[src/rtl/zfr_pkg.sv]
// shared constants, types and crc helpers for the zmodem frame receiver
// no dependencies; used by every module under rtl
`default_nettype none
package zfr_pkg;

   localparam logic [7:0] ZPAD       = 8'h2a;
   localparam logic [7:0] ZDLE       = 8'h18;
   localparam logic [7:0] ESC_FLIP   = 8'h40;
   localparam logic [7:0] ESC_RUBOUT = 8'h7f;
   localparam logic [7:0] ESC_ONES   = 8'hff;
   localparam logic [7:0] CHAR_A     = 8'h41;
   localparam logic [7:0] CHAR_B     = 8'h42;
   localparam logic [7:0] CHAR_C     = 8'h43;
   localparam logic [7:0] CHAR_H     = 8'h68;
   localparam logic [7:0] CHAR_K     = 8'h6b;
   localparam logic [7:0] CHAR_L     = 8'h6c;
   localparam logic [7:0] CHAR_M     = 8'h6d;
   localparam logic [31:0] CRC32_GOOD = 32'hdebb20e3;
   localparam logic [15:0] CRC16_POLY = 16'h1021;
   localparam logic [31:0] CRC32_POLY = 32'hedb88320;

   localparam logic [2:0]  CANCEL_RESET = 3'd5;
   localparam logic [10:0] DATA_RESET   = 11'd1524;

   localparam int QDepth = 4;
   localparam int QAw    = $clog2(QDepth);

   typedef enum logic [0:0] {
      REG_CANCEL_LIMIT = 1'b0,
      REG_DATA_LIMIT   = 1'b1
   } reg_index_type;

   typedef enum logic [3:0] {
      K_NONE     = 4'd0,
      K_HDR_OK   = 4'd1,
      K_HDR_CRC  = 4'd2,
      K_BAD_HEX  = 4'd3,
      K_DATA     = 4'd4,
      K_END      = 4'd5,
      K_LOST     = 4'd6,
      K_ABORT    = 4'd7,
      K_MISMATCH = 4'd8
   } kind_type;

   typedef enum logic [1:0] {
      FMT_HEX16 = 2'd0,
      FMT_BIN16 = 2'd1,
      FMT_BIN32 = 2'd2
   } format_type;

   typedef enum logic [2:0] {
      PH_PAD    = 3'd0,
      PH_DLE    = 3'd1,
      PH_LETTER = 3'd2,
      PH_BIN    = 3'd3,
      PH_HEX    = 3'd4
   } phase_type;

   typedef enum logic [1:0] {
      DM_OFF  = 2'd0,
      DM_INFO = 2'd1,
      DM_FILE = 2'd2
   } data_mode_type;

   typedef enum logic [1:0] {
      SS_RUN   = 2'd0,
      SS_EOF   = 2'd1,
      SS_DONE  = 2'd2,
      SS_ABORT = 2'd3
   } session_type;

   localparam logic [7:0] T_ZFILE = 8'd4;
   localparam logic [7:0] T_ZFIN  = 8'd8;
   localparam logic [7:0] T_ZDATA = 8'd10;
   localparam logic [7:0] T_ZEOF  = 8'd11;

   // classified link byte as it travels from front to back
   typedef struct packed {
      logic [7:0] rx_byte;
      logic       is_zdle;
      logic       is_pad;
      logic       is_letter;
      logic       is_end;
      logic       hex_ok;
      logic [3:0] hex_val;
   } class_type;

   function automatic logic [15:0] crc16_upd(input logic [15:0] crc, input logic [7:0] b);
      logic [15:0] c;
      c = crc ^ {b, 8'h00};
      for (int i = 0; i < 8; i++) begin
         c = c[15] ? ((c << 1) ^ CRC16_POLY) : (c << 1);
      end
      return c;
   endfunction

   function automatic logic [31:0] crc32_upd(input logic [31:0] crc, input logic [7:0] b);
      logic [31:0] c;
      c = crc ^ {24'h0, b};
      for (int i = 0; i < 8; i++) begin
         c = c[0] ? ((c >> 1) ^ CRC32_POLY) : (c >> 1);
      end
      return c;
   endfunction

   function automatic logic [7:0] unescape(input logic [7:0] b);
      logic [7:0] r;
      if (b == CHAR_L) begin
         r = ESC_RUBOUT;
      end else if (b == CHAR_M) begin
         r = ESC_ONES;
      end else begin
         r = b ^ ESC_FLIP;
      end
      return r;
   endfunction

endpackage
`default_nettype wire

[src/rtl/zfr_classify.sv]
// front decode: tags each received byte with the codes the engine branches on
// depends on zfr_pkg
`default_nettype none
module zfr_classify (
   input  wire logic [7:0]         rx_byte,
   output zfr_pkg::class_type      cls
);

   always_comb begin
      cls          = '0;
      cls.rx_byte  = rx_byte;
      cls.is_zdle  = (rx_byte == zfr_pkg::ZDLE);
      cls.is_pad   = (rx_byte == zfr_pkg::ZPAD);
      cls.is_letter = (rx_byte >= zfr_pkg::CHAR_A) && (rx_byte <= zfr_pkg::CHAR_C);
      cls.is_end   = (rx_byte >= zfr_pkg::CHAR_H) && (rx_byte <= zfr_pkg::CHAR_K);
      if (rx_byte >= 8'h30 && rx_byte <= 8'h39) begin
         cls.hex_ok  = 1'b1;
         cls.hex_val = rx_byte[3:0];
      end else if (rx_byte >= 8'h61 && rx_byte <= 8'h66) begin
         cls.hex_ok  = 1'b1;
         cls.hex_val = rx_byte[3:0] + 4'd9;
      end else if (rx_byte >= 8'h41 && rx_byte <= 8'h46) begin
         cls.hex_ok  = 1'b1;
         cls.hex_val = rx_byte[3:0] + 4'd9;
      end
   end

endmodule
`default_nettype wire

[src/rtl/zfr_queue.sv]
// short fifo of classified bytes between the front decode and the engine
// depends on zfr_pkg
`default_nettype none
module zfr_queue (
   input  wire logic               clock,
   input  wire logic               reset,
   input  wire logic               push,
   input  zfr_pkg::class_type      push_data,
   output logic                    full,
   output logic                    not_empty,
   input  wire logic               pop,
   output zfr_pkg::class_type      pop_data
);

   zfr_pkg::class_type mem_ff [zfr_pkg::QDepth];
   logic [zfr_pkg::QAw-1:0] wr_ptr_ff, wr_ptr_in, rd_ptr_ff, rd_ptr_in;
   logic [zfr_pkg::QAw:0]   count_ff, count_in;

   assign full      = (count_ff == (zfr_pkg::QAw+1)'(zfr_pkg::QDepth));
   assign not_empty = (count_ff != '0);
   assign pop_data  = mem_ff[rd_ptr_ff];

   always_comb begin
      wr_ptr_in = push ? wr_ptr_ff + 1'b1 : wr_ptr_ff;
      rd_ptr_in = pop ? rd_ptr_ff + 1'b1 : rd_ptr_ff;
      count_in  = count_ff + (zfr_pkg::QAw+1)'(push) - (zfr_pkg::QAw+1)'(pop);
   end

   always_ff @(posedge clock) begin
      if (push) begin
         mem_ff[wr_ptr_ff] <= push_data;
      end
      if (reset) begin
         wr_ptr_ff <= '0;
         rd_ptr_ff <= '0;
         count_ff  <= '0;
      end else begin
         wr_ptr_ff <= wr_ptr_in;
         rd_ptr_ff <= rd_ptr_in;
         count_ff  <= count_in;
      end
   end

endmodule
`default_nettype wire

[src/rtl/zfr_engine.sv]
// back end: hunt, header decode, data path and the registered result
// depends on zfr_pkg
`default_nettype none
module zfr_engine (
   input  wire logic               clock,
   input  wire logic               reset,
   input  wire logic               csr_we,
   input  wire logic [0:0]         csr_index,
   input  wire logic [10:0]        csr_wdata,
   input  wire logic               in_valid,
   input  zfr_pkg::class_type      in_cls,
   output logic                    in_take,
   output logic                    rsp_valid,
   input  wire logic               rsp_stall,
   output logic [3:0]              rsp_kind,
   output logic [7:0]              rsp_header_type,
   output logic [31:0]             rsp_header_param,
   output logic [7:0]              rsp_data_byte,
   output logic [1:0]              rsp_end_kind,
   output logic                    rsp_crc_ok,
   output logic [10:0]             rsp_subpacket_len,
   output logic [31:0]             rsp_file_position,
   output logic [1:0]              rsp_session_phase
);

   logic [2:0]  cancel_limit_ff;
   logic [10:0] data_limit_ff;

   zfr_pkg::phase_type     hunt_ff, hunt_in;
   zfr_pkg::format_type    fmt_ff, fmt_in;
   logic                   esc_ff, esc_in;
   logic [10:0]            cnt_ff, cnt_in;
   logic [7:0]             hdr_ff [9];
   logic [31:0]            crc_ff, crc_in;
   logic [4:0]             hexh_ff, hexh_in;
   logic [2:0]             cancel_ff, cancel_in;
   logic [31:0]            pos_ff, pos_in;
   zfr_pkg::session_type   sess_ff, sess_in;
   zfr_pkg::data_mode_type dm_ff, dm_in;
   logic [2:0]             endseen_ff, endseen_in;
   logic [1:0]             tail_ff, tail_in;
   logic [7:0]             back1_ff, back2_ff;

   logic                   valid_ff;
   zfr_pkg::kind_type      kind_ff, kind_in;
   logic [7:0]             otype_ff, otype_in, odata_ff, odata_in;
   logic [31:0]            oparam_ff, oparam_in;
   logic [1:0]             oend_ff, oend_in;
   logic                   ook_ff, ook_in;
   logic [10:0]            olen_ff, olen_in;
   logic [31:0]            opos_ff;
   zfr_pkg::session_type   osess_ff;

   logic        fire;
   logic [7:0]  b;
   logic        do_letter, do_pad, hb_valid, have_ch, ok;
   logic [7:0]  hb_val, ch, htype;
   logic [31:0] hparam, crc_new;
   logic [15:0] crc16_new;
   logic [2:0]  cancel_base, cancel_next;
   logic [10:0] cnt_next;
   logic [3:0]  need;

   assign fire    = in_valid && (!valid_ff || !rsp_stall);
   assign in_take = fire;
   assign b       = in_cls.rx_byte;

   always_comb begin
      hunt_in = hunt_ff;  fmt_in = fmt_ff;  esc_in = esc_ff;  cnt_in = cnt_ff;
      crc_in = crc_ff;  hexh_in = hexh_ff;  cancel_in = cancel_ff;  pos_in = pos_ff;
      sess_in = sess_ff;  dm_in = dm_ff;  endseen_in = endseen_ff;  tail_in = tail_ff;
      kind_in = zfr_pkg::K_NONE;
      otype_in = '0;  oparam_in = '0;  odata_in = '0;  oend_in = '0;  ook_in = 1'b0;
      olen_in = '0;
      do_letter = 1'b0;  do_pad = 1'b0;  hb_valid = 1'b0;  hb_val = '0;
      have_ch = 1'b0;  ch = '0;  ok = 1'b0;  cancel_base = cancel_ff;
      crc_new = '0;  crc16_new = '0;  cnt_next = '0;  cancel_next = '0;
      need = '0;  htype = '0;  hparam = '0;

      if (dm_ff != zfr_pkg::DM_OFF) begin
         if (esc_ff && in_cls.is_letter && back2_ff == zfr_pkg::ZPAD) begin
            // header start inside data leaves data mode silently
            dm_in = zfr_pkg::DM_OFF;
            esc_in = 1'b0;
            cancel_in = '0;
            cancel_base = '0;
            do_letter = 1'b1;
         end else begin
            if (esc_ff) begin
               esc_in = 1'b0;
               if (in_cls.is_end) begin
                  crc_in = {16'h0, zfr_pkg::crc16_upd(crc_ff[15:0], b)};
                  endseen_in = {1'b0, b[1:0]} + 3'd1;
                  tail_in = '0;
               end else begin
                  ch = zfr_pkg::unescape(b);
                  have_ch = 1'b1;
               end
            end else if (in_cls.is_zdle) begin
               esc_in = 1'b1;
            end else begin
               ch = b;
               have_ch = 1'b1;
            end
            if (have_ch) begin
               crc16_new = zfr_pkg::crc16_upd(crc_ff[15:0], ch);
               crc_in = {16'h0, crc16_new};
               if (endseen_ff != '0) begin
                  tail_in = tail_ff + 2'd1;
                  if (tail_ff != '0) begin
                     ok = (crc16_new == '0);
                     kind_in = zfr_pkg::K_END;
                     oend_in = 2'(endseen_ff - 3'd1);
                     ook_in = ok;
                     olen_in = cnt_ff;
                     if (dm_ff == zfr_pkg::DM_FILE && ok) begin
                        pos_in = pos_ff + {21'h0, cnt_ff};
                     end
                     if (!ok || endseen_ff == 3'd1 || endseen_ff == 3'd4) begin
                        dm_in = zfr_pkg::DM_OFF;
                        hunt_in = zfr_pkg::PH_PAD;
                     end else begin
                        cnt_in = '0;  endseen_in = '0;  tail_in = '0;
                        esc_in = 1'b0;  crc_in = '0;
                     end
                  end
               end else begin
                  cnt_next = cnt_ff + 11'd1;
                  cnt_in = cnt_next;
                  if (cnt_next >= data_limit_ff) begin
                     kind_in = zfr_pkg::K_LOST;
                     olen_in = cnt_next;
                     dm_in = zfr_pkg::DM_OFF;
                     hunt_in = zfr_pkg::PH_PAD;
                  end else begin
                     kind_in = zfr_pkg::K_DATA;
                     odata_in = ch;
                  end
               end
            end
         end
      end else begin
         unique case (hunt_ff)
            zfr_pkg::PH_DLE: begin
               if (in_cls.is_zdle) begin
                  hunt_in = zfr_pkg::PH_LETTER;
               end else begin
                  do_pad = 1'b1;
               end
            end
            zfr_pkg::PH_LETTER: begin
               do_letter = 1'b1;
            end
            zfr_pkg::PH_BIN: begin
               if (esc_ff) begin
                  esc_in = 1'b0;
                  hb_valid = 1'b1;
                  hb_val = zfr_pkg::unescape(b);
               end else if (in_cls.is_zdle) begin
                  esc_in = 1'b1;
               end else begin
                  hb_valid = 1'b1;
                  hb_val = b;
               end
            end
            zfr_pkg::PH_HEX: begin
               if (!in_cls.hex_ok) begin
                  hunt_in = zfr_pkg::PH_PAD;
                  kind_in = zfr_pkg::K_BAD_HEX;
               end else if (hexh_ff[4]) begin
                  hexh_in = '0;
                  hb_valid = 1'b1;
                  hb_val = {hexh_ff[3:0], in_cls.hex_val};
               end else begin
                  hexh_in = {1'b1, in_cls.hex_val};
               end
            end
            default: begin
               hunt_in = zfr_pkg::PH_PAD;
               do_pad = 1'b1;
            end
         endcase
      end

      if (do_letter) begin
         if (in_cls.is_letter) begin
            unique case (b[1:0])
               2'd1:    fmt_in = zfr_pkg::FMT_BIN16;
               2'd3:    fmt_in = zfr_pkg::FMT_BIN32;
               default: fmt_in = zfr_pkg::FMT_HEX16;
            endcase
            hunt_in = (b[1:0] == 2'd2) ? zfr_pkg::PH_HEX : zfr_pkg::PH_BIN;
            cnt_in = '0;
            esc_in = 1'b0;
            hexh_in = '0;
            crc_in = (b[1:0] == 2'd3) ? 32'hffffffff : 32'h0;
         end else begin
            // the zdle before a bad letter counts as one cancel
            hunt_in = zfr_pkg::PH_PAD;
            if (cancel_limit_ff <= 3'd1) begin
               cancel_in = '0;
               sess_in = zfr_pkg::SS_ABORT;
               kind_in = zfr_pkg::K_ABORT;
            end else begin
               cancel_in = 3'd1;
               cancel_base = 3'd1;
               do_pad = 1'b1;
            end
         end
      end

      if (do_pad) begin
         if (in_cls.is_zdle) begin
            cancel_next = cancel_base + 3'd1;
            if (cancel_next >= cancel_limit_ff) begin
               cancel_in = '0;
               sess_in = zfr_pkg::SS_ABORT;
               kind_in = zfr_pkg::K_ABORT;
            end else begin
               cancel_in = cancel_next;
            end
         end else begin
            cancel_in = '0;
            hunt_in = in_cls.is_pad ? zfr_pkg::PH_DLE : zfr_pkg::PH_PAD;
         end
      end

      if (hb_valid) begin
         need = (fmt_ff == zfr_pkg::FMT_BIN32) ? 4'd9 : 4'd7;
         if (fmt_ff == zfr_pkg::FMT_BIN32) begin
            crc_new = zfr_pkg::crc32_upd(crc_ff, hb_val);
         end else begin
            crc_new = {16'h0, zfr_pkg::crc16_upd(crc_ff[15:0], hb_val)};
         end
         crc_in = crc_new;
         cnt_next = cnt_ff + 11'd1;
         cnt_in = cnt_next;
         if (cnt_next >= {7'h0, need}) begin
            hunt_in = zfr_pkg::PH_PAD;
            ok = (fmt_ff == zfr_pkg::FMT_BIN32) ? (crc_new == zfr_pkg::CRC32_GOOD)
                                                : (crc_new[15:0] == '0);
            htype = hdr_ff[0];
            hparam = {hdr_ff[4], hdr_ff[3], hdr_ff[2], hdr_ff[1]};
            if (!ok) begin
               kind_in = zfr_pkg::K_HDR_CRC;
            end else begin
               otype_in = htype;
               oparam_in = hparam;
               kind_in = zfr_pkg::K_HDR_OK;
               if (htype == zfr_pkg::T_ZFILE) begin
                  pos_in = '0;
                  if (fmt_ff == zfr_pkg::FMT_BIN16) begin
                     dm_in = zfr_pkg::DM_INFO;
                     cnt_in = '0;  endseen_in = '0;  tail_in = '0;
                     esc_in = 1'b0;  crc_in = '0;
                  end
               end else if (htype == zfr_pkg::T_ZDATA) begin
                  if (hparam != pos_ff) begin
                     kind_in = zfr_pkg::K_MISMATCH;
                  end else if (fmt_ff == zfr_pkg::FMT_BIN16) begin
                     dm_in = zfr_pkg::DM_FILE;
                     cnt_in = '0;  endseen_in = '0;  tail_in = '0;
                     esc_in = 1'b0;  crc_in = '0;
                  end
               end else if (htype == zfr_pkg::T_ZEOF) begin
                  if (hparam != pos_ff) begin
                     kind_in = zfr_pkg::K_MISMATCH;
                  end else begin
                     sess_in = zfr_pkg::SS_EOF;
                  end
               end else if (htype == zfr_pkg::T_ZFIN) begin
                  if (sess_ff == zfr_pkg::SS_EOF) begin
                     sess_in = zfr_pkg::SS_DONE;
                  end
               end
            end
         end
      end
   end

   always_ff @(posedge clock) begin
      if (fire && hb_valid && cnt_ff < 11'd9) begin
         hdr_ff[cnt_ff[3:0]] <= hb_val;
      end
      if (fire) begin
         otype_ff  <= otype_in;
         oparam_ff <= oparam_in;
         odata_ff  <= odata_in;
         oend_ff   <= oend_in;
         ook_ff    <= ook_in;
         olen_ff   <= olen_in;
         opos_ff   <= pos_in;
         osess_ff  <= sess_in;
      end
      if (reset) begin
         cancel_limit_ff <= zfr_pkg::CANCEL_RESET;
         data_limit_ff   <= zfr_pkg::DATA_RESET;
         hunt_ff    <= zfr_pkg::PH_PAD;
         fmt_ff     <= zfr_pkg::FMT_HEX16;
         esc_ff     <= 1'b0;
         cnt_ff     <= '0;
         crc_ff     <= '0;
         hexh_ff    <= '0;
         cancel_ff  <= '0;
         pos_ff     <= '0;
         sess_ff    <= zfr_pkg::SS_RUN;
         dm_ff      <= zfr_pkg::DM_OFF;
         endseen_ff <= '0;
         tail_ff    <= '0;
         back1_ff   <= '0;
         back2_ff   <= '0;
         valid_ff   <= 1'b0;
         kind_ff    <= zfr_pkg::K_NONE;
      end else begin
         if (csr_we) begin
            unique case (zfr_pkg::reg_index_type'(csr_index))
               zfr_pkg::REG_CANCEL_LIMIT: cancel_limit_ff <= csr_wdata[2:0];
               zfr_pkg::REG_DATA_LIMIT:   data_limit_ff   <= csr_wdata;
               default: ;
            endcase
         end
         if (fire) begin
            hunt_ff    <= hunt_in;
            fmt_ff     <= fmt_in;
            esc_ff     <= esc_in;
            cnt_ff     <= cnt_in;
            crc_ff     <= crc_in;
            hexh_ff    <= hexh_in;
            cancel_ff  <= cancel_in;
            pos_ff     <= pos_in;
            sess_ff    <= sess_in;
            dm_ff      <= dm_in;
            endseen_ff <= endseen_in;
            tail_ff    <= tail_in;
            back1_ff   <= b;
            back2_ff   <= back1_ff;
            kind_ff    <= kind_in;
            valid_ff   <= 1'b1;
         end else if (!rsp_stall) begin
            valid_ff   <= 1'b0;
         end
      end
   end

   assign rsp_valid         = valid_ff;
   assign rsp_kind          = kind_ff;
   assign rsp_header_type   = otype_ff;
   assign rsp_header_param  = oparam_ff;
   assign rsp_data_byte     = odata_ff;
   assign rsp_end_kind      = oend_ff;
   assign rsp_crc_ok        = ook_ff;
   assign rsp_subpacket_len = olen_ff;
   assign rsp_file_position = opos_ff;
   assign rsp_session_phase = osess_ff;

endmodule
`default_nettype wire

[src/rtl/zmodem_frame_receiver_core.sv]
// zmodem receive deframer: one link byte in, one result item out per byte
// uses zfr_pkg, zfr_classify, zfr_queue, zfr_engine
//
// req channel: one received link byte per item (req_rx_byte), taken when
//   req_valid is high and req_stall is low. each byte gives exactly one
//   rsp item: header results, data bytes, subpacket ends, lost subpackets, aborts or none.
// csr port: csr_we with csr_index 0 (cancel limit) or 1 (data limit);
//   written by the user only while the block is idle; the block has no check.
// throughput: one item per cycle sustained while rsp is not stalled. the byte
//   is decoded on entry, parked in a 4-entry queue, and the engine does the
//   whole per-byte step (crc update and state change) into the rsp register.
// an accepted byte goes first into the queue, then into the rsp register.
// reset (synchronous): hunting for a header pad, session running, position
//   zero, limits back to 5 and 1524; the queue and rsp register empty.
// rsp stall: the rsp item holds; the engine stops and the queue fills,
//   and req_stall rises once the queue is full.
`default_nettype none
module zmodem_frame_receiver_core (
   input  wire logic        clock,
   input  wire logic        reset,
   input  wire logic        csr_we,
   input  wire logic [0:0]  csr_index,
   input  wire logic [10:0] csr_wdata,
   input  wire logic        req_valid,
   output logic             req_stall,
   input  wire logic [7:0]  req_rx_byte,
   output logic             rsp_valid,
   input  wire logic        rsp_stall,
   output logic [3:0]       rsp_kind,
   output logic [7:0]       rsp_header_type,
   output logic [31:0]      rsp_header_param,
   output logic [7:0]       rsp_data_byte,
   output logic [1:0]       rsp_end_kind,
   output logic             rsp_crc_ok,
   output logic [10:0]      rsp_subpacket_len,
   output logic [31:0]      rsp_file_position,
   output logic [1:0]       rsp_session_phase
);

   zfr_pkg::class_type front_cls, back_cls;
   logic q_full, q_ne, take;

   zfr_classify u_classify (
      .rx_byte (req_rx_byte),
      .cls     (front_cls)
   );

   zfr_queue u_queue (
      .clock     (clock),
      .reset     (reset),
      .push      (req_valid && !q_full),
      .push_data (front_cls),
      .full      (q_full),
      .not_empty (q_ne),
      .pop       (take),
      .pop_data  (back_cls)
   );

   zfr_engine u_engine (
      .clock             (clock),
      .reset             (reset),
      .csr_we            (csr_we),
      .csr_index         (csr_index),
      .csr_wdata         (csr_wdata),
      .in_valid          (q_ne),
      .in_cls            (back_cls),
      .in_take           (take),
      .rsp_valid         (rsp_valid),
      .rsp_stall         (rsp_stall),
      .rsp_kind          (rsp_kind),
      .rsp_header_type   (rsp_header_type),
      .rsp_header_param  (rsp_header_param),
      .rsp_data_byte     (rsp_data_byte),
      .rsp_end_kind      (rsp_end_kind),
      .rsp_crc_ok        (rsp_crc_ok),
      .rsp_subpacket_len (rsp_subpacket_len),
      .rsp_file_position (rsp_file_position),
      .rsp_session_phase (rsp_session_phase)
   );

   assign req_stall = q_full;

   // an abort always leaves the session aborted
   assert property (@(posedge clock) disable iff (reset)
      rsp_valid && rsp_kind == zfr_pkg::K_ABORT |-> rsp_session_phase == zfr_pkg::SS_ABORT)
      else $error("abort without aborted session");

   // payload byte only shows for data items
   assert property (@(posedge clock) disable iff (reset)
      rsp_valid && rsp_kind != zfr_pkg::K_DATA |-> rsp_data_byte == 8'h00)
      else $error("data byte set on non-data item");

   // nothing comes out right after reset
   assert property (@(posedge clock) reset |=> !rsp_valid)
      else $error("result valid after reset");

   // the engine never takes from an empty queue
   assert property (@(posedge clock) disable iff (reset) take |-> q_ne)
      else $error("pop from empty queue");

endmodule
`default_nettype wire

[config.mk]
export PLATFORM = sky130hd
export DESIGN_NAME = zmodem_frame_receiver_core
export DESIGN_NICKNAME = d
export VERILOG_FILES = /design/src/rtl/zfr_pkg.sv /design/src/rtl/zfr_classify.sv /design/src/rtl/zfr_queue.sv /design/src/rtl/zfr_engine.sv /design/src/rtl/zmodem_frame_receiver_core.sv
export SDC_FILE = /design/constraint.sdc
export NUM_CORES = 1
export LEC_CHECK = 0
export ABC_AREA = 1
export ABC_CLOCK_PERIOD_IN_PS = 6900
export BUFFER_PORTS_ARGS = -buffer_cell sky130_fd_sc_hd__buf_2
export CAP_MARGIN = 30
export CORE_ASPECT_RATIO = 0.6
export CORE_MARGIN = 2
export CORE_UTILIZATION = 62
export DETAILED_ROUTE_END_ITERATION = 8
export GPL_TIMING_DRIVEN = 1
export PLACE_DENSITY = 0.83
export SYNTH_ARGS = -nofsm -noshare
export SYNTH_HDL_FRONTEND = slang
export SYNTH_HIERARCHICAL = 1
export SYNTH_SLANG_ARGS = --single-unit
[constraint.sdc]
create_clock -name clock -period 6.9 [get_ports clock]
set_input_delay 0.345 -clock clock [delete_from_list [all_inputs] [get_ports clock]]
set_output_delay 0.345 -clock clock [all_outputs]
set_load 0.05 [all_outputs]
==> summary.txt, run 1 <==
STA
  – Unrepaired setup endpoints after global routing: false
  – Number of hold violations in the final report: 0
  – Highest clock frequency the design can meet: 166 MHz
  – Period minus WS final: 6.02 ns
  – Fin Setup TNS: 0 ns
  – Share of the cycle needed by the critical path after routing: 87.2%
  – Headroom to the max-slew limit: 32.8%
  – Worst slew pin tran: 0.998 ns
  – # setup viols final: 0
  – Worst clock skew: 0.0161 ns
  – Worst hold margin: 0.0283 ns
  – Final Slew Violations: 0

Layout
  – Growth of design area from synthesis to finish: 9.47%
  – Number of nets in the finished design: 2782
  – Share of the core filled with cells in the final layout: 68.9%
  – Share of final-layout standard cells stronger than drive strength 1: 11.9%
  – Area occupied by multi-input gates: 9540 µm²
  – Final design area excluding fillers: 22300 µm²
  – Seq. cell area: 8970 µm²
  – Fill count: 2699

Power
  – Static Leakage: 10.3 nW
  – Internal power contribution: 5.77 mW
  – Largest vdd supply drop: 0.450 mV
  – Power share of the combinational group: 56.1%
  – PD cells: 553 nW/µm²
  – Clock power share: 15.0%
  – Switching Share: 53.3%
  – Design Power: 12.3 mW
  – Switching component of the power: 6.57 mW
  – Fraction of power consumed by sequential logic: 29.0%

Worst setup path
  – Worst stage delay on the critical path: 0.79 ns
  – Max Fanout on Critical Path: 43
  – Reg2Reg Setup Slack: 0.88 ns
  – Crit path max-delay cell type: dfxtp_2
  – Critical path endpoint category: register
  – Arrival @ worst endpoint: 6.30 ns
  – Endpoint of the worst-slack reg-to-reg timing path: u_engine/rsp_file_position[7]
  – WS Path Type: register to register
  – Crit-path most repeated cell: nand2_1
  – Number of cells traversed by the worst register-to-register path: 30
  – Startpoint kind of the worst setup timing path: register
  – Required time at the endpoint of the critical path: 7.18 ns

Hold path
  – End point of the worst hold path: u_engine/data_limit_ff[10]
  – Hold Startpoint: csr_wdata[10]
  – Cell depth of the worst min-delay path: 3
  – Worst Hold Class: input port to register

Floorplanning
  – Starting density of the core: 62.9%
  – Number of rows in the core area: 51
  – I/O pin count: 127
  – Core area: 32400 µm²
  – Horizontal extent of the die: 238 µm
  – Full die area: 34400 µm²
  – Die height: 144 µm

Global routing
  – Vias in the first global route: 17000
  – Aggregate global routing overflow: 0
  – Antenna violations before repair: 2
  – Pin count of the biggest net entering global routing: 96
  – First-pass GRT wire length: 101 mm
  – Overall routing resource usage: 38.9%

Logic synthesis
  – Per-instance average area after synthesis: 7.74 µm²
  – Number of synthesized register bits: 346
  – Top FF cell, synth: edfxtp_1
  – Largest area contributor in the netlist: edfxtp_1
  – Mapped Cells: 2631
  – Number of warnings reported in the yosys synthesis log: 6
  – Syn_nets: 2710
  – Async set or reset register ratio after synthesis: 0%
  – Sequential-to-total area share from yosys stat: 44.0%
  – Number of enable-type register cells in the synthesized netlist: 204
  – Post-synth top area share: 30.1%
  – Distinct cell type count of the synthesized netlist: 60
  – Cells taking the most area after synthesis: edfxtp_1 30%, dfxtp_1 14%, nand2_1 12%
  – Netlist Area Pre-Place: 20400 µm²

Route
  – Final wirelength: 68.1 mm
  – Total number of vias: 19500
  – DRC violation count after routing: 0
  – Initial DRC Count: 3284
  – Length of the first detailed-routing pass in iterations: 6
  – Wire length per cell after detailed routing: 21.6 µm
  – Routed vias/inst: 6.18
  – Antenna-violating nets left: 0

CTS
  – Total clock buffers created by CTS: 34
  – Root cell of the clock tree: clkbuf_16
  – # H-tree levels: 2
  – Worst-case clock buffer depth: 3
  – Postcts setup bufs: 0
  – Clock Latency Late Sink: 0.54 ns
  – Sink Count: 346
  – TritonCTS clock tree: built
  – Post-CTS Hold Buffers: 0
  – Post-CTS clock slew at the launch and capture registers of the worst setup and hold paths: 0.07 ns
  – Number of gates given a new drive strength after cts: 0

Place
  – Final Wtd Congestion: 1.01
  – DP Wirelength: 49.9 mm
  – Post-place instance area: 21200 µm²
  – Port Buffer Count: 126

Job
  – Max-cap violations: 0

Status
  – Run status: completed
## worst max path at each step
stage	from	endpoint	slack, ns	depth (start not counted)
final	register	u_engine/rsp_file_position[7]	0.88	30
after floorplan	u_engine/rsp_valid	u_queue/count_ff[1]	1.42	11
after CTS	register	u_engine/rsp_file_position[7]	1.01	30
after global routing	register	u_engine/rsp_file_position[7]	0.39	30
after detailed placement	register	u_engine/rsp_file_position[7]	1.04	30
after global placement	register	u_engine/rsp_file_position[26]	1.16	30
## layout by cell type, fill, tap and decap left out, types with 9 or more instances in the layout
master	netlist	layout
xor2_1	67	67
a21oi_1	163	162
nor3_1	21	20
nand4_1	33	33
o21ai_0	173	173
clkbuf_16	0	35
buf_4	12	19
a31oi_1	39	39
nand2_1	664	663
buf_2	10	126
o211ai_2	10	10
nor2_1	185	184
xnor2_1	24	24
o221ai_1	11	11
inv_2	19	20
o22ai_1	10	10
nand2_2	46	47
nor4_1	13	13
inv_1	335	334
edfxtp_1	204	204
o211ai_1	38	38
ha_1	52	52
dfxtp_1	142	141
o21ai_1	9	9
nand3_1	174	174
## routing by layer
layer	part of all wire [%]	wire, µm	GRT usage, %	up-vias
met5	0	0	0	-
met4	1.8	1210	7.66	0
met3	16	11000	13.1	112
met2	38	26000	51.4	1363
met1	44	30000	60.6	9130
li1	-	-	-	8861
## cell families (layout without fill, tap and decap cells)
logic type	after synthesis	in the layout	share of synthesized area (%)
xor gates and xnor gates	92	92	3.99
adders and majority gates	54	54	3.39
other	0	1	0
DFF	346	346	44.0
AOI/OAI and AO/OA	484	484	13.8
and+or+nand+nor	1185	1185	25.5
muxes	1	1	0.0492
buffers and inverters	469	565	9.27
## power groups by stage
stage          registers [mW]  logic, mW  clock network [mW]
6_report                 3.57       6.92                1.85
5_1_grt                  3.62       7.42                1.93
4_1_cts                  3.53       6.70                1.86
3_5_place_dp             3.56       6.66                   0
3_3_place_gp             3.55       6.52                   0
2_1_floorplan            4.32       4.06                   0
## final cells by class
cell class	instances	share of cell area [%]
Clock buffer	47	4.36
Inverter	357	6.06
Multi-Input combinational cell	1816	42.8
Sequential cell	346	40.2
Antenna cell	1	0.0112
Clock inverter	13	0.455
Timing Repair Buffer	148	3.72
Tap cell	424	2.38
## Yosys cell counts, drive strengths merged, types with 33 or more instances
library cell  instances
dfxtp               142
buf                  39
a21oi               164
nor2                199
edfxtp              204
ha                   52
nand2               716
o21ai               184
clkbuf               73
o211ai               48
nand3               179
xor2                 68
inv                 355
nand4                33
a31oi                39
## critical path: cells and delay by family, from the launching register on
kind | cells | cell delay (ns)
buffers and inverters | 3 | 0.60
adder cells (fa/ha/maj) | 1 | 0.20
flip-flops | 1 | 0.79
AND/OR/NAND/NOR | 24 | 3.84
AO/OA/AOI/OAI | 2 | 0.24
## through the flow
stage	instances	setup WS [ns]
2_1_floorplan	2631	1.42
3_3_place_gp	3088	1.16
3_5_place_dp	3089	1.04
4_1_cts	3149	1.01
5_1_grt	3151	0.391
6_report	3152	0.885
## flip-flops by register name (all words and copies together), names as in the netlist, 5 cells and up, named ones only
signal,flops
u_engine/hexh_ff,5
u_engine/rsp_data_byte,8
u_queue/mem_ff,68
u_engine/rsp_header_type,8
u_engine/data_limit_ff,11
u_engine/rsp_header_param,32
u_engine/back1_ff,8
u_engine/pos_ff,32
u_engine/crc_ff,32
u_engine/cnt_ff,11
u_engine/rsp_subpacket_len,11
u_engine/rsp_file_position,32
u_engine/hdr_ff,40
u_engine/back2_ff,8
(Power assumes the default switching activity.)
==> run 2, diff against run 1 <==
CORE_UTILIZATION = 39   (was 62)
GPL_TIMING_DRIVEN = unset   (was 1)
PLACE_DENSITY = 0.57   (was 0.83)
RECOVER_POWER = 25   (was unset)
==> run 2 against run 1 <==
Compared with the run above:
- utilization down 25 points
- cell count rose by 8.5%
- combinational power shrank 1%
- die area grew 58%
- sequential power barely moved
- flip-flop and latch count did not move
- via count down 3.7%
- sequential share of layout area decreased by 0.33 points
- clock skew up 0.0018 ns
- critical path type unchanged
- critical endpoint is now u_engine/tail_ff[1]
==> summary.txt, run 2 (synthesis results as in run 1) <==
Status
  – Run status: completed

CTS
  – Number of gates given a new drive strength after cts: 0
  – Root cell of the clock tree: clkbuf_16
  – Sink Count: 346
  – Total clock buffers created by CTS: 35
  – TritonCTS clock tree: built
  – Clock Latency Late Sink: 0.55 ns
  – Post-CTS Hold Buffers: 0
  – Worst-case clock buffer depth: 3
  – Postcts setup bufs: 0
  – Post-CTS clock slew at the launch and capture registers of the worst setup and hold paths: 0.06 ns
  – # H-tree levels: 2

Layout
  – Total inserted antenna cells: 0
  – Commonest non-fill, non-tap cell in the layout: nand2_1
  – Share of final-layout standard cells stronger than drive strength 1: 8.51%
  – Share of the core filled with cells in the final layout: 43.9%
  – Largest Register: u_queue/mem_ff
  – Max reg flops: 68
  – Fill count: 5205
  – Highest-count cells in the layout ignoring fill and taps: 664 x nand2_1, 336 x inv_1, 204 x edfxtp_1
  – Growth of design area from synthesis to finish: 10.4%
  – Number of nets in the finished design: 2780

STA
  – Final Slew Violations: 0
  – Highest clock frequency the design can meet: 161 MHz
  – Period minus WS final: 6.20 ns
  – # setup viols final: 0
  – Worst clock skew: 0.0179 ns
  – Worst hold margin: 0.0211 ns
  – Unrepaired setup endpoints after global routing: false
  – Fin Setup TNS: 0 ns
  – Share of the cycle needed by the critical path after routing: 89.9%
  – Number of hold violations in the final report: 0
  – Worst slew pin tran: 1.20 ns
  – Headroom to the max-slew limit: 19.5%

Route
  – DRC violation count after routing: 0
  – Wire length per cell after detailed routing: 20.8 µm
  – Antenna-violating nets left: 0
  – Length of the first detailed-routing pass in iterations: 6
  – Initial DRC Count: 2533
  – Routed vias/inst: 5.48
  – Final wirelength: 71.0 mm
  – Total number of vias: 18700

Power
  – Switching component of the power: 6.58 mW
  – Design Power: 12.3 mW
  – Static Leakage: 9.96 nW
  – Power share of the combinational group: 55.5%
  – Internal power contribution: 5.71 mW
  – Clock power share: 15.5%
  – Fraction of power consumed by sequential logic: 29.0%
  – Largest vdd supply drop: 0.335 mV
  – Switching Share: 53.5%
  – PD cells: 546 nW/µm²

Floorplanning
  – Full die area: 54100 µm²
  – Core area: 51200 µm²
  – I/O pin count: 127
  – Number of rows in the core area: 64
  – Starting density of the core: 39.7%
  – Horizontal extent of the die: 299 µm
  – Die height: 181 µm

Global routing
  – Antenna violations before repair: 3
  – Met2 track utilization from global routing: 33.0%
  – Layer with the highest usage after global routing: met1
  – Vias in the first global route: 17000
  – Global routing usage on met3: 6.07%
  – Overall routing resource usage: 25.9%
  – Pin count of the biggest net entering global routing: 134
  – Met1 GRT Util: 42.9%
  – First-pass GRT wire length: 107 mm
  – Aggregate global routing overflow: 0

Worst setup path
  – Startpoint kind of the worst setup timing path: register
  – Required time at the endpoint of the critical path: 7.30 ns
  – Endpoint of the worst-slack reg-to-reg timing path: u_engine/tail_ff[1]
  – Timing endpoint of the critical path: u_engine/tail_ff[1]
  – Max Fanout on Critical Path: 48
  – Crit-path most repeated cell: nand2_1
  – Number of cells traversed by the worst register-to-register path: 30
  – Critical path endpoint category: register
  – Worst stage delay on the critical path: 0.90 ns
  – Arrival @ worst endpoint: 6.60 ns
  – Crit path max-delay cell type: dfxtp_2
  – Reg2Reg Setup Slack: 0.70 ns
  – WS Path Type: register to register

Place
  – Final Wtd Congestion: 0.975
  – Port Buffer Count: 126
  – DP Wirelength: 53.5 mm

Hold path
  – Worst Hold Class: input port to register

Job
  – Max-cap violations: 0
-- run 2: cell types whose count changed in the layout (fill, tap and decap cells not counted), sizes merged --
cell,before,now
clkinv,10,15
buf,146,59
inv,358,359
bufinv,1,2
diode,1,0
clkinvlp,1,3
clkbuf,49,127
-- run 2: layer usage --
| metal | wire length (µm) | vias to the layer above |
|---|---|---|
| met2 | 25900 | 881 |
| met5 | 13 | - |
| li1 | - | 8849 |
| met3 | 8390 | 72 |
| met4 | 1020 | 2 |
| met1 | 35700 | 8942 |
-- run 2: cell type report --
class | count | area (µm²) | area share, %
timing repair buffer | 145 | 666 | 2.96
clock inverter | 22 | 183 | 0.813
multi-input combinational | 1816 | 9520 | 42.4
sequential | 346 | 8970 | 39.9
clock buffer | 41 | 920 | 4.09
tap | 693 | 867 | 3.86
inverter | 357 | 1350 | 6.01
-- run 2: critical path, delay by kind of cell, from the launching register on --
kind | cells | cell delay (ns)
AOI/OAI and AO/OA | 5 | 0.95
buffers and inverters | 2 | 0.50
and+or+nand+nor | 22 | 3.46
adders and majority gates | 1 | 0.18
DFF | 1 | 0.90
-- run 2: worst min path at each step --
stage / slack (ns) / depth (start not counted) / to / from
floorplan: 0.42 / 1 / u_queue/count_ff[0] / reset
global placement: 0.46 / 2 / u_engine/endseen_ff[1] / u_engine/endseen_ff[1]
detailed placement: 0.46 / 2 / u_engine/back2_ff[5] / u_engine/back2_ff[5]
CTS: 0.0005 / 3 / u_engine/data_limit_ff[4] / csr_wdata[4]
global route: 0.02 / 3 / u_engine/data_limit_ff[6] / csr_wdata[6]
finish: 0.02 / 3 / u_engine/data_limit_ff[4] / csr_wdata[4]
-- run 2: stage by stage --
stage / std cells / worst slack, ns / cell area (µm²)
after floorplan: 2631 / 1.42 / 20400
after global placement: 3357 / 1.01 / 21500
after detailed placement: 3357 / 0.832 / 21500
after CTS: 3420 / 0.835 / 22600
after global routing: 3420 / 0.0914 / 22500
final: 3420 / 0.698 / 22500
-- run 2: power groups by stage --
stage          combinational (mW)  clock [mW]  sequential (mW)
5_1_grt                      7.44        2.02             3.65
3_3_place_gp                 6.68           0             3.57
6_report                     6.82        1.90             3.56
4_1_cts                      6.76        1.95             3.54
2_1_floorplan                4.06           0             4.32
3_5_place_dp                 6.73           0             3.57
